## src/hw/rtl/phr_pkg.sv

```systemverilog
// phr_pkg: shared types and constants for the primary hue recolor block.
// Depends on nothing; imported by every module under hw/rtl.
package phr_pkg;

	localparam int PIX_W      = 24;
	localparam int CH_W       = 8;
	localparam int CFG_IDX_W  = 3;
	localparam int CFG_DATA_W = 24;

	localparam logic [PIX_W-1:0] PIX_WHITE = 24'hFF_FFFF;
	localparam logic [PIX_W-1:0] PIX_BLACK = 24'h00_0000;
	localparam logic [2*CH_W-1:0] BLUE_ROUND = 16'd255;

	typedef enum logic [CFG_IDX_W-1:0] {
		REG_RED_TARGET   = 3'd0,
		REG_GREEN_TARGET = 3'd1,
		REG_BLUE_TARGET  = 3'd2,
		REG_CH_ENABLES   = 3'd3,
		REG_KEY_COLOR    = 3'd4,
		REG_KEY_ENABLE   = 3'd5
	} cfg_reg_t;

	typedef struct packed {
		logic [PIX_W-1:0] red_target;
		logic [PIX_W-1:0] green_target;
		logic [PIX_W-1:0] blue_target;
		logic [2:0]       ch_enables;
		logic [PIX_W-1:0] key_color;
		logic             key_enable;
	} phr_cfg_t;

endpackage

```

## src/hw/rtl/phr_cfg_regs.sv

```systemverilog
// phr_cfg_regs: configuration register file written through the cfg channel.
// Depends on phr_pkg for the register index codes and the phr_cfg_t bundle.
module phr_cfg_regs import phr_pkg::*; (
	input  logic                  clk,
	input  logic                  arst_n,
	input  logic                  cfg_valid,
	input  logic [CFG_IDX_W-1:0]  cfg_index,
	input  logic [CFG_DATA_W-1:0] cfg_data,
	output phr_cfg_t              cfg
);

	phr_cfg_t cfg_q;

	always_ff @(posedge clk or negedge arst_n) begin
		if (!arst_n) begin
			cfg_q <= '0;
		end else if (cfg_valid) begin
			unique case (cfg_index)
				REG_RED_TARGET:   cfg_q.red_target   <= cfg_data[PIX_W-1:0];
				REG_GREEN_TARGET: cfg_q.green_target <= cfg_data[PIX_W-1:0];
				REG_BLUE_TARGET:  cfg_q.blue_target  <= cfg_data[PIX_W-1:0];
				REG_CH_ENABLES:   cfg_q.ch_enables   <= cfg_data[2:0];
				REG_KEY_COLOR:    cfg_q.key_color    <= cfg_data[PIX_W-1:0];
				REG_KEY_ENABLE:   cfg_q.key_enable   <= cfg_data[0];
				default: ;
			endcase
		end
	end

	assign cfg = cfg_q;

endmodule

```

## src/hw/rtl/phr_recolor_core.sv

```systemverilog
// phr_recolor_core: input register, key/shade classification, scaling and result register.
// Depends on phr_pkg for widths, constants and the phr_cfg_t bundle.
module phr_recolor_core import phr_pkg::*; (
	input  logic             clk,
	input  logic             arst_n,
	input  phr_cfg_t         cfg,
	input  logic             in_valid,
	input  logic [PIX_W-1:0] in_pixel,
	output logic             res_valid,
	output logic             res_write_enable,
	output logic [PIX_W-1:0] res_pixel
);

	logic             valid_s1;
	logic [PIX_W-1:0] pixel_s1;
	logic             valid_s2;
	logic             we_s2;
	logic [PIX_W-1:0] pixel_s2;

	logic             keyed;
	logic             is_red, is_green, is_blue, remap;
	logic [CH_W-1:0]  level;
	logic [PIX_W-1:0] target;
	logic [2*CH_W-1:0] prod_r, prod_g, prod_b;
	logic [PIX_W-1:0] scaled;
	logic [PIX_W-1:0] next_pixel;

	always_ff @(posedge clk or negedge arst_n) begin
		if (!arst_n) begin
			valid_s1 <= 1'b0;
			valid_s2 <= 1'b0;
		end else begin
			valid_s1 <= in_valid;
			valid_s2 <= valid_s1;
		end
	end

	always_ff @(posedge clk) begin
		if (in_valid) begin
			pixel_s1 <= in_pixel;
		end
		if (valid_s1) begin
			we_s2    <= !keyed;
			pixel_s2 <= next_pixel;
		end
	end

	always_comb begin
		keyed    = cfg.key_enable && (pixel_s1 == cfg.key_color);
		is_red   = (pixel_s1[15:0] == '0);
		is_green = !is_red && (pixel_s1[23:16] == '0) && (pixel_s1[7:0] == '0);
		is_blue  = !is_red && !is_green && (pixel_s1[23:8] == '0);
		level    = pixel_s1[7:0];
		target   = cfg.blue_target;
		remap    = is_blue && cfg.ch_enables[2];
		if (is_red) begin
			level  = pixel_s1[23:16];
			target = cfg.red_target;
			remap  = cfg.ch_enables[0];
		end else if (is_green) begin
			level  = pixel_s1[15:8];
			target = cfg.green_target;
			remap  = cfg.ch_enables[1];
		end
		prod_r = target[23:16] * level;
		prod_g = target[15:8] * level;
		prod_b = target[7:0] * level + BLUE_ROUND;
		scaled = {prod_r[15:8], prod_g[15:8], prod_b[15:8]};
		if (keyed) begin
			next_pixel = PIX_BLACK;
		end else if (pixel_s1 == PIX_WHITE || pixel_s1 == PIX_BLACK || !remap) begin
			next_pixel = pixel_s1;
		end else begin
			next_pixel = scaled;
		end
	end

	assign res_valid        = valid_s2;
	assign res_write_enable = we_s2;
	assign res_pixel        = pixel_s2;

	a_strobe_follows: assert property (@(posedge clk) disable iff (!arst_n)
		valid_s1 |=> valid_s2) else $error("result strobe lost");
	a_no_spurious: assert property (@(posedge clk) disable iff (!arst_n)
		!valid_s1 |=> !valid_s2) else $error("result strobe without transaction");
	a_keyed_black: assert property (@(posedge clk) disable iff (!arst_n)
		valid_s2 && !we_s2 |-> pixel_s2 == PIX_BLACK) else $error("keyed pixel not zero");
	a_keyed_needs_key: assert property (@(posedge clk) disable iff (!arst_n)
		valid_s2 && !we_s2 |-> $past(cfg.key_enable)) else $error("keyed with keying off");

endmodule

```

## src/hw/rtl/primary_hue_recolor.sv

```systemverilog
// primary_hue_recolor: top level, recolors pure red/green/blue shades and applies color keying.
// Depends on phr_pkg, phr_cfg_regs and phr_recolor_core.
//
//   channel  | handshake             | payload
//   ---------+-----------------------+-----------------------------------
//   input    | start, busy           | src_pixel
//   result   | result_valid (strobe) | write_enable, out_pixel
//   config   | cfg_valid, cfg_ready  | cfg_index, cfg_data
//
// One pixel per clock while busy is low; each result passes through the input register
// and then the result register, which sit around three 8x8 multipliers.
// busy is high during reset and is cleared by its register on the clock edge after reset is released, then stays low.
// cfg_ready is always high; a register write is accepted whenever cfg_valid is high.
// The receiver cannot stall: a result is on the ports for exactly one cycle.
module primary_hue_recolor import phr_pkg::*; (
	input  logic                  clk,
	input  logic                  arst_n,
	input  logic                  start,
	output logic                  busy,
	input  logic [PIX_W-1:0]      src_pixel,
	output logic                  result_valid,
	output logic                  write_enable,
	output logic [PIX_W-1:0]      out_pixel,
	input  logic                  cfg_valid,
	output logic                  cfg_ready,
	input  logic [CFG_IDX_W-1:0]  cfg_index,
	input  logic [CFG_DATA_W-1:0] cfg_data
);

	phr_cfg_t cfg;
	logic     busy_q;

	always_ff @(posedge clk or negedge arst_n) begin
		if (!arst_n) begin
			busy_q <= 1'b1;
		end else begin
			busy_q <= 1'b0;
		end
	end

	assign busy      = busy_q;
	assign cfg_ready = 1'b1;

	phr_cfg_regs u_cfg_regs (
		.clk       (clk),
		.arst_n    (arst_n),
		.cfg_valid (cfg_valid),
		.cfg_index (cfg_index),
		.cfg_data  (cfg_data),
		.cfg       (cfg)
	);

	phr_recolor_core u_core (
		.clk              (clk),
		.arst_n           (arst_n),
		.cfg              (cfg),
		.in_valid         (start && !busy_q),
		.in_pixel         (src_pixel),
		.res_valid        (result_valid),
		.res_write_enable (write_enable),
		.res_pixel        (out_pixel)
	);

endmodule

```

## config.mk

```make
export PLATFORM = sky130hd
export DESIGN_NAME = primary_hue_recolor
export DESIGN_NICKNAME = d
export VERILOG_FILES = /design/src/hw/rtl/phr_pkg.sv /design/src/hw/rtl/phr_cfg_regs.sv /design/src/hw/rtl/phr_recolor_core.sv /design/src/hw/rtl/primary_hue_recolor.sv
export SDC_FILE = /design/constraint.sdc
export NUM_CORES = 1
export LEC_CHECK = 0
export ABC_CLOCK_PERIOD_IN_PS = 9300
export BUFFER_PORTS_ARGS = -buffer_cell sky130_fd_sc_hd__buf_2
export CAP_MARGIN = 10
export CORE_MARGIN = 2
export CORE_UTILIZATION = 45
export CTS_CLUSTER_SIZE = 24
export DETAILED_ROUTE_END_ITERATION = 7
export PLACE_DENSITY_LB_ADDON = 0.12
export SETUP_SLACK_MARGIN = 0.2
export SLEW_MARGIN = 20
export SYNTH_ARGS = -nofsm -noshare
export SYNTH_HDL_FRONTEND = slang
export SYNTH_HIERARCHICAL = 1
export SYNTH_SLANG_ARGS = --single-unit
```

## constraint.sdc

```tcl
create_clock -name clk -period 9.3 [get_ports clk]
set_input_delay 1.395 -clock clk [delete_from_list [all_inputs] [get_ports clk]]
set_output_delay 1.395 -clock clk [all_outputs]
set_load 0.01 [all_outputs]
```

==> flow_summary.ini, run 1 <==
[status]
run_status = complete, no violations

[grt]
grt_pass1_vias = 9241
grt_pass1_wl_mm = 52.65
grt_max_degree = 63
antenna_found_initial = 0
gr-total-overflow = 0
grt.total_usage = 0.2384

[clock_network]
cts_made_buffers = 17
cts_tree = done
clock-root-buffer = clkbuf_16
clock_latency_ps = 430
cts_num_sinks = 152
cts_resized = 0
cts_buffer_depth = 2
htree_num_levels = 4
holdBufCountCts = 0
clk_pin_slew_worst_paths_ps = 70
cts_setup_buffers = 0

[final_layout]
design_area_mm2 = 0.01413
area_delta_synth_final_pct = 11.49
drive_above_1_share = 0.2455
fillerInstances = 2607
multi_input_area_mm2 = 0.007894
mostFrequentLayoutCell = nor2_1
fin_nets = 1518
diodes = 0
ff_latch_area_mm2 = 0.004051
layout_common_cells = nor2_1 (172), inv_1 (138), fa_1 (111)

[flow_run]
maxCapViolCount = 0

[worst_setup_path]
path_class = flop to flop
cp.arrival_ps = 7650
worstSetupEndpointType = flop
required_ps = 9460
startpoint_type = flop
cp_max_fo = 20

[placement]
dp_hpwl_mm = 25.51
gp_congestion = 0.9412
io_buffer_count = 81
place_area_mm2 = 0.01352

[detailed_routing]
drt-initial-drc-count = 566
via_per_inst = 5.411
ant_nets = 0
wl_per_cell_um = 20.20
num_vias = 8901
post-route-drc-count = 0
totalWireLength_mm = 33.23
drt-pass1-iter-count = 5

[power_and_ir_drop]
p_leak_nw = 6.540
p_per_area_mw_per_mm2 = 272.1
ir_drop_v = 0.0001434

[floorplan]
row_count = 61
core_mm2 = 0.02778
die_area_mm2 = 0.02952
ios = 83
start_util = 0.4561
die_x_um = 171.8
die_h_um = 171.8

[logic_synthesis]
synth_edf_count = 49
seq_area_frac_synth = 0.3196
ys_ff_latch = 152
ys.flop_type = dfrtp_1
async_reset_ff_frac = 0.6776
synthCells = 1176
synth_area_mm2 = 0.01267
syn-num-nets = 1440
synth_area_per_cell_um2 = 10.77
yosysUniqueCellTypes = 82
yosys_warnings = 6

[sta]
maxSlewHeadroom = 0.2218
timing.fmax_mhz = 133.6
finalCriticalPeriod_ps = 7486
min_period_over_period = 0.8050
fin_setup_tns_ps = 0
hold_viol = 0
worst-slew-pin-transition_ps = 1167
final_max_slew_viol_count = 0
setup_violations = 0
fin_skew_ps = 16.73
rsz0062_at_grt = no

[hold_path]
hold_class = flop to flop
## critical path: stages (launching register included)
cell	delay (ps)
edfxtp_1	550
nor4_2	430
nand2_2	260
nor2_4	550
buf_4	450
mux2i_1	230
nor2_1	60
a21oi_1	560
nor2_1	160
fa_1	460
fa_1	480
inv_1	50
fa_1	530
inv_1	50
fa_1	430
ha_1	310
nand4_1	90
or2_2	300
o41ai_2	460
nand4_2	230
a31oi_2	260
mux2i_1	200
o311ai_1	120
## synthesized netlist by cell type (3+ instances only)
cell type,n,area [um2]
nor2_1,172,645.6
inv_1,138,518.0
fa_1,111,2222
dfrtp_1,102,2552
ha_1,98,1226
mux2_2,93,1047
nand2_1,51,191.4
edfxtp_1,49,1471
a21oi_1,42,210.2
or2_2,37,231.5
clkbuf_1,22,82.58
xnor2_1,22,192.7
mux2i_1,20,200.2
xor2_1,19,166.4
a21o_1,11,82.58
buf_6,10,112.6
nand2b_1,10,62.56
nor3_1,10,50.05
nand3_1,8,40.04
and2_1,7,43.79
nor4_1,7,43.79
o21ai_0,7,35.03
a221oi_1,6,52.55
mux2_4,6,90.09
nor4_2,6,75.07
o21ai_1,6,30.03
buf_1,5,18.77
buf_2,5,25.02
nand4_1,5,31.28
nor3b_1,5,37.54
a211oi_1,4,30.03
a221o_1,4,40.04
nand4b_1,4,35.03
o211ai_1,4,30.03
a31oi_1,3,18.77
and4_1,3,26.28
nand3b_1,3,22.52
nor2b_1,3,18.77
## final cells by class
| cell class | instances | area share |
|---|---|---|
| flip-flops and latches | 152 | 0.2868 |
| clock buffers | 18 | 0.03188 |
| repair buffers | 104 | 0.04109 |
| inverters | 138 | 0.03667 |
| well taps | 378 | 0.03348 |
| multi-input cells | 841 | 0.5588 |
| clock inverters | 14 | 0.01134 |
## path summary, 6_finish.rpt
kind / from / endpoint / slack [ps] / cells after the start
max reg2reg: u_core/pixel_s1[7] / u_core/res_pixel[21] / 1810 / 22
max: u_core/pixel_s1[7] / u_core/res_pixel[21] / 1810 / 22
min reg2reg: u_cfg_regs/cfg[53] / u_cfg_regs/cfg[53] / 510 / 1
min: u_cfg_regs/cfg[53] / u_cfg_regs/cfg[53] / 510 / 1
max in group asynchronous: arst_n / u_cfg_regs/cfg[57] / 7140 / 2
min in group asynchronous: arst_n / u_cfg_regs/cfg[67] / 940 / 1
## logic make-up after synthesis
kind of cell / count (synthesis) / synth area share
compound gates: 117 / 0.06952
xor+xnor: 41 / 0.02834
fa+ha+maj: 209 / 0.2721
buf+inv: 183 / 0.06211
flops: 152 / 0.3196
mux: 120 / 0.1064
other cells: 2 / 0.0005927
simple gates: 352 / 0.1412
## through the flow
| step | hold slack (ps) | total power [mW] | setup slack (ps) | instances | util |
|---|---|---|---|---|---|
| 2_1_floorplan | 472.0 | 2.594 | 2755 | 1176 | - |
| 3_3_place_gp | 487.9 | 3.101 | 1937 | 1613 | 0.4865 |
| 3_5_place_dp | 491.6 | 3.119 | 1875 | 1613 | 0.4865 |
| 4_1_cts | 509.3 | 3.873 | 1869 | 1645 | 0.5085 |
| 5_1_grt | 522.6 | 4.262 | 1362 | 1645 | 0.5085 |
| 6_report | 505.6 | 3.844 | 1814 | 1645 | 0.5085 |
## metal layers
layer / part of all wire / wire length (um) / global-route usage
met1: 0.46 / 15190 / 0.3291
met2: 0.46 / 15440 / 0.3819
met3: 0.051 / 1693 / 0.04096
met4: 0.027 / 903 / 0.07965
met5: 0 / 0 / 0
## where the power goes
part | total (mW) | switching, mW | internal [mW]
clock | 0.721 | 0.301 | 0.419
combinational | 2.24 | 1.25 | 0.992
sequential | 0.880 | 0.0810 | 0.799
total | 3.84 | 1.63 | 2.21
## registers in the layout, summed over array words and instances, names as in the netlist
register,count
u_core/res_valid,1
u_core/res_pixel,24
u_cfg_regs/cfg,100
u_core/pixel_s1,24
u_core/res_write_enable,1
u_core/valid_s1,1
busy,1
No activity file was read; power rests on OpenSTA's default activity.
==> run 2: changes to the inputs <==
ABC_AREA = 1   (was default)
ABC_CLOCK_PERIOD_IN_PS = 7400   (was 9300)
clock period = 7.4 ns   (was 9.3 ns; I/O delays follow)
==> flow_summary.ini, run 2 <==
[worst_setup_path]
max_stage_delay_ps = 530
crit_buf_inv = 6
worst-path-stages = 23
crit_chain = nor2_1 -> nand4_2 -> nor2_8 -> inv_2 -> o211ai_2 -> inv_2 -> or2_2 -> fa_1 -> fa_1 -> inv_1 -> fa_1 -> inv_1 -> fa_1 -> inv_1 -> ha_1 -> a21oi_1 -> o21ai_0 -> inv_1 -> nor3_1 -> a2111oi_0 -> a21oi_1 -> nor2_1 -> nor2_1
path_class = flop to flop
cp.arrival_ps = 6670
required_ps = 7580
critPathSlowestCell = o211ai_2
startpoint_type = flop
r2r.worst_path.cells = 23
worstSetupEndpointType = flop
cpLargestDelayFamily = adder cells
cp_max_fo = 44

[hold_path]
whs_path_depth = 2
hold_class = flop to flop

[sta]
rsz0062_at_grt = no
min_period_over_period = 0.8771
fin_setup_tns_ps = 0
timing.fmax_mhz = 154.1
maxSlewHeadroom = 0.2759
finalCriticalPeriod_ps = 6490
worst-slew-pin-transition_ps = 1083
final.setup.worst_slack_ps = 909.7
hold_viol = 0
setup_violations = 0
final_max_slew_viol_count = 0
hold_slack_ps = 474.7
fin_skew_ps = 11.43

[floorplan]
ios = 83
die_h_um = 177.7
core_mm2 = 0.02964
row_count = 63
start_util = 0.4578
die_x_um = 177.7
die_area_mm2 = 0.03156

[detailed_routing]
post-route-drc-count = 0
via_per_inst = 5.393
drt-pass1-iter-count = 5
num_vias = 11800
totalWireLength_mm = 41.97
drt-initial-drc-count = 1082
wl_per_cell_um = 19.18
ant_nets = 0

[logic_synthesis]
synth_top_area_share = 0.1881
async_reset_ff_frac = 0.6776
syn-num-nets = 1990
synth_edf_count = 49
synth_commonest_cells = nand2_1 (432), inv_1 (236), nor2_1 (195)
post-synth-top-area-cell = dfrtp_1
ys_ff_latch = 152
synthCells = 1726
synth_area_mm2 = 0.01357
synthTopCellsByArea = dfrtp_1 (19%), fa_1 (16%), nand2_1 (12%), edfxtp_1 (11%), ha_1 (9.0%)
ys.flop_type = dfrtp_1
synth_area_per_cell_um2 = 7.862
yosys_warnings = 6
seq_area_frac_synth = 0.2985
synth.most_common_cell = nand2_1
yosysUniqueCellTypes = 53

[power_and_ir_drop]
combinationalPowerShare = 0.565
internal_power_mw = 2.361
p_per_area_mw_per_mm2 = 299.1
p_total_mw = 4.456
ir_drop_v = 0.0001566
p_leak_nw = 7.872
p_switching_mw = 2.095
pwr-share-clk = 0.194
p_seq_frac = 0.241
switching_share = 0.4702

[grt]
grt_pass1_vias = 11590
grt.total_usage = 0.2782
grt_max_degree = 80
antenna_found_initial = 0
gr-total-overflow = 0
grt_pass1_wl_mm = 66.27

[final_layout]
largest_reg_flops = 100
diodes = 0
fin_cells = 2188
drive_above_1_share = 0.1079
mostFrequentLayoutCell = nand2_1
area_delta_synth_final_pct = 9.783
layout_common_cells = nand2_1 (432), inv_1 (236), nor2_1 (195)
fin_nets = 2049

[clock_network]
cts_num_sinks = 152
cts_tree = done
holdBufCountCts = 0
clock_latency_ps = 440
clk_pin_slew_worst_paths_ps = 70
cts_setup_buffers = 0
cts_made_buffers = 17
cts_buffer_depth = 2
clock-root-buffer = clkbuf_16
htree_num_levels = 4
cts_resized = 0

[placement]
place_ws_ps = 908.2
dp_hpwl_mm = 32.40
io_buffer_count = 81
dpl.cell_count = 2156
gp_congestion = 0.9822

[status]
run_status = complete, no violations

[flow_run]
maxCapViolCount = 0
## run 2: cell types whose count changed after synthesis, sizes merged, moves of 13 or more
| cell | before | now |
|---|---|---|
| nand2 | 52 | 442 |
| o21ai | 13 | 56 |
| or2 | 38 | 14 |
| mux2 | 100 | 0 |
| mux2i | 20 | 0 |
| inv | 138 | 255 |
| nand4 | 6 | 24 |
| nor2 | 173 | 208 |
| a21oi | 44 | 57 |
| nand3 | 8 | 175 |
| xnor2 | 22 | 6 |
## run 2: layout make-up
type                            instances  area, um2
Fill cell                            3001      14740
Multi-Input combinational cell       1262       8303
Sequential cell                       152       4050
Inverter                              256      960.9
Timing Repair Buffer                   96      520.5
Clock buffer                           20      489.2
Tap cell                              390      488.0
Clock inverter                         12      85.08
## run 2: tightest hold or removal path: cells and delay by family, from the launching register on
kind,cells,cell delay (ps)
flops,1,340
simple gates,2,110
## run 2: path summary, 6_finish.rpt
path / startpoint / endpoint / slack (ps)
max in group asynchronous: arst_n / u_cfg_regs/cfg[45] / 5480
worst max-delay path: u_core/pixel_s1[5] / u_core/res_pixel[14] / 910
worst max register to register: u_core/pixel_s1[5] / u_core/res_pixel[14] / 910
worst min register to register: u_cfg_regs/cfg[75] / u_cfg_regs/cfg[75] / 470
min in group asynchronous: arst_n / u_cfg_regs/cfg[26] / 670
worst min-delay path: u_cfg_regs/cfg[75] / u_cfg_regs/cfg[75] / 470
## run 2: power groups by stage
| stage | clock network (mW) | logic [mW] | registers, mW |
|---|---|---|---|
| after floorplan | 0 | 1.88 | 1.06 |
| after global placement | 0 | 2.48 | 1.09 |
| after detailed placement | 0 | 2.49 | 1.09 |
| after CTS | 0.873 | 2.51 | 1.07 |
| after global routing | 0.909 | 2.93 | 1.09 |
| final | 0.862 | 2.52 | 1.08 |
## run 2: layer usage
layer  vias up  global-route usage  wire, um
li1       5601                   -         -
met1      5749              0.3852     18690
met2       388              0.4443     19500
met3        61             0.04220      2364
met4         0             0.09734      1411
met5         -                   0         0
## run 2: cell families after synthesis
family / Yosys count / synth area share
AOI/OAI and AO/OA: 140 / 0.06049
xor gates and xnor gates: 13 / 0.008391
adders and majority gates: 209 / 0.2541
buffers and inverters: 312 / 0.09110
DFF: 152 / 0.2985
other: 2 / 0.0005535
and+or+nand+nor: 898 / 0.2869
## run 2: metrics by stage
step           instance area [um2]    util
6_report                     14900  0.5026
5_1_grt                      14900  0.5026
3_3_place_gp                 14320  0.4832
2_1_floorplan                13570       -
4_1_cts                      14900  0.5026
3_5_place_dp                 14320  0.4832
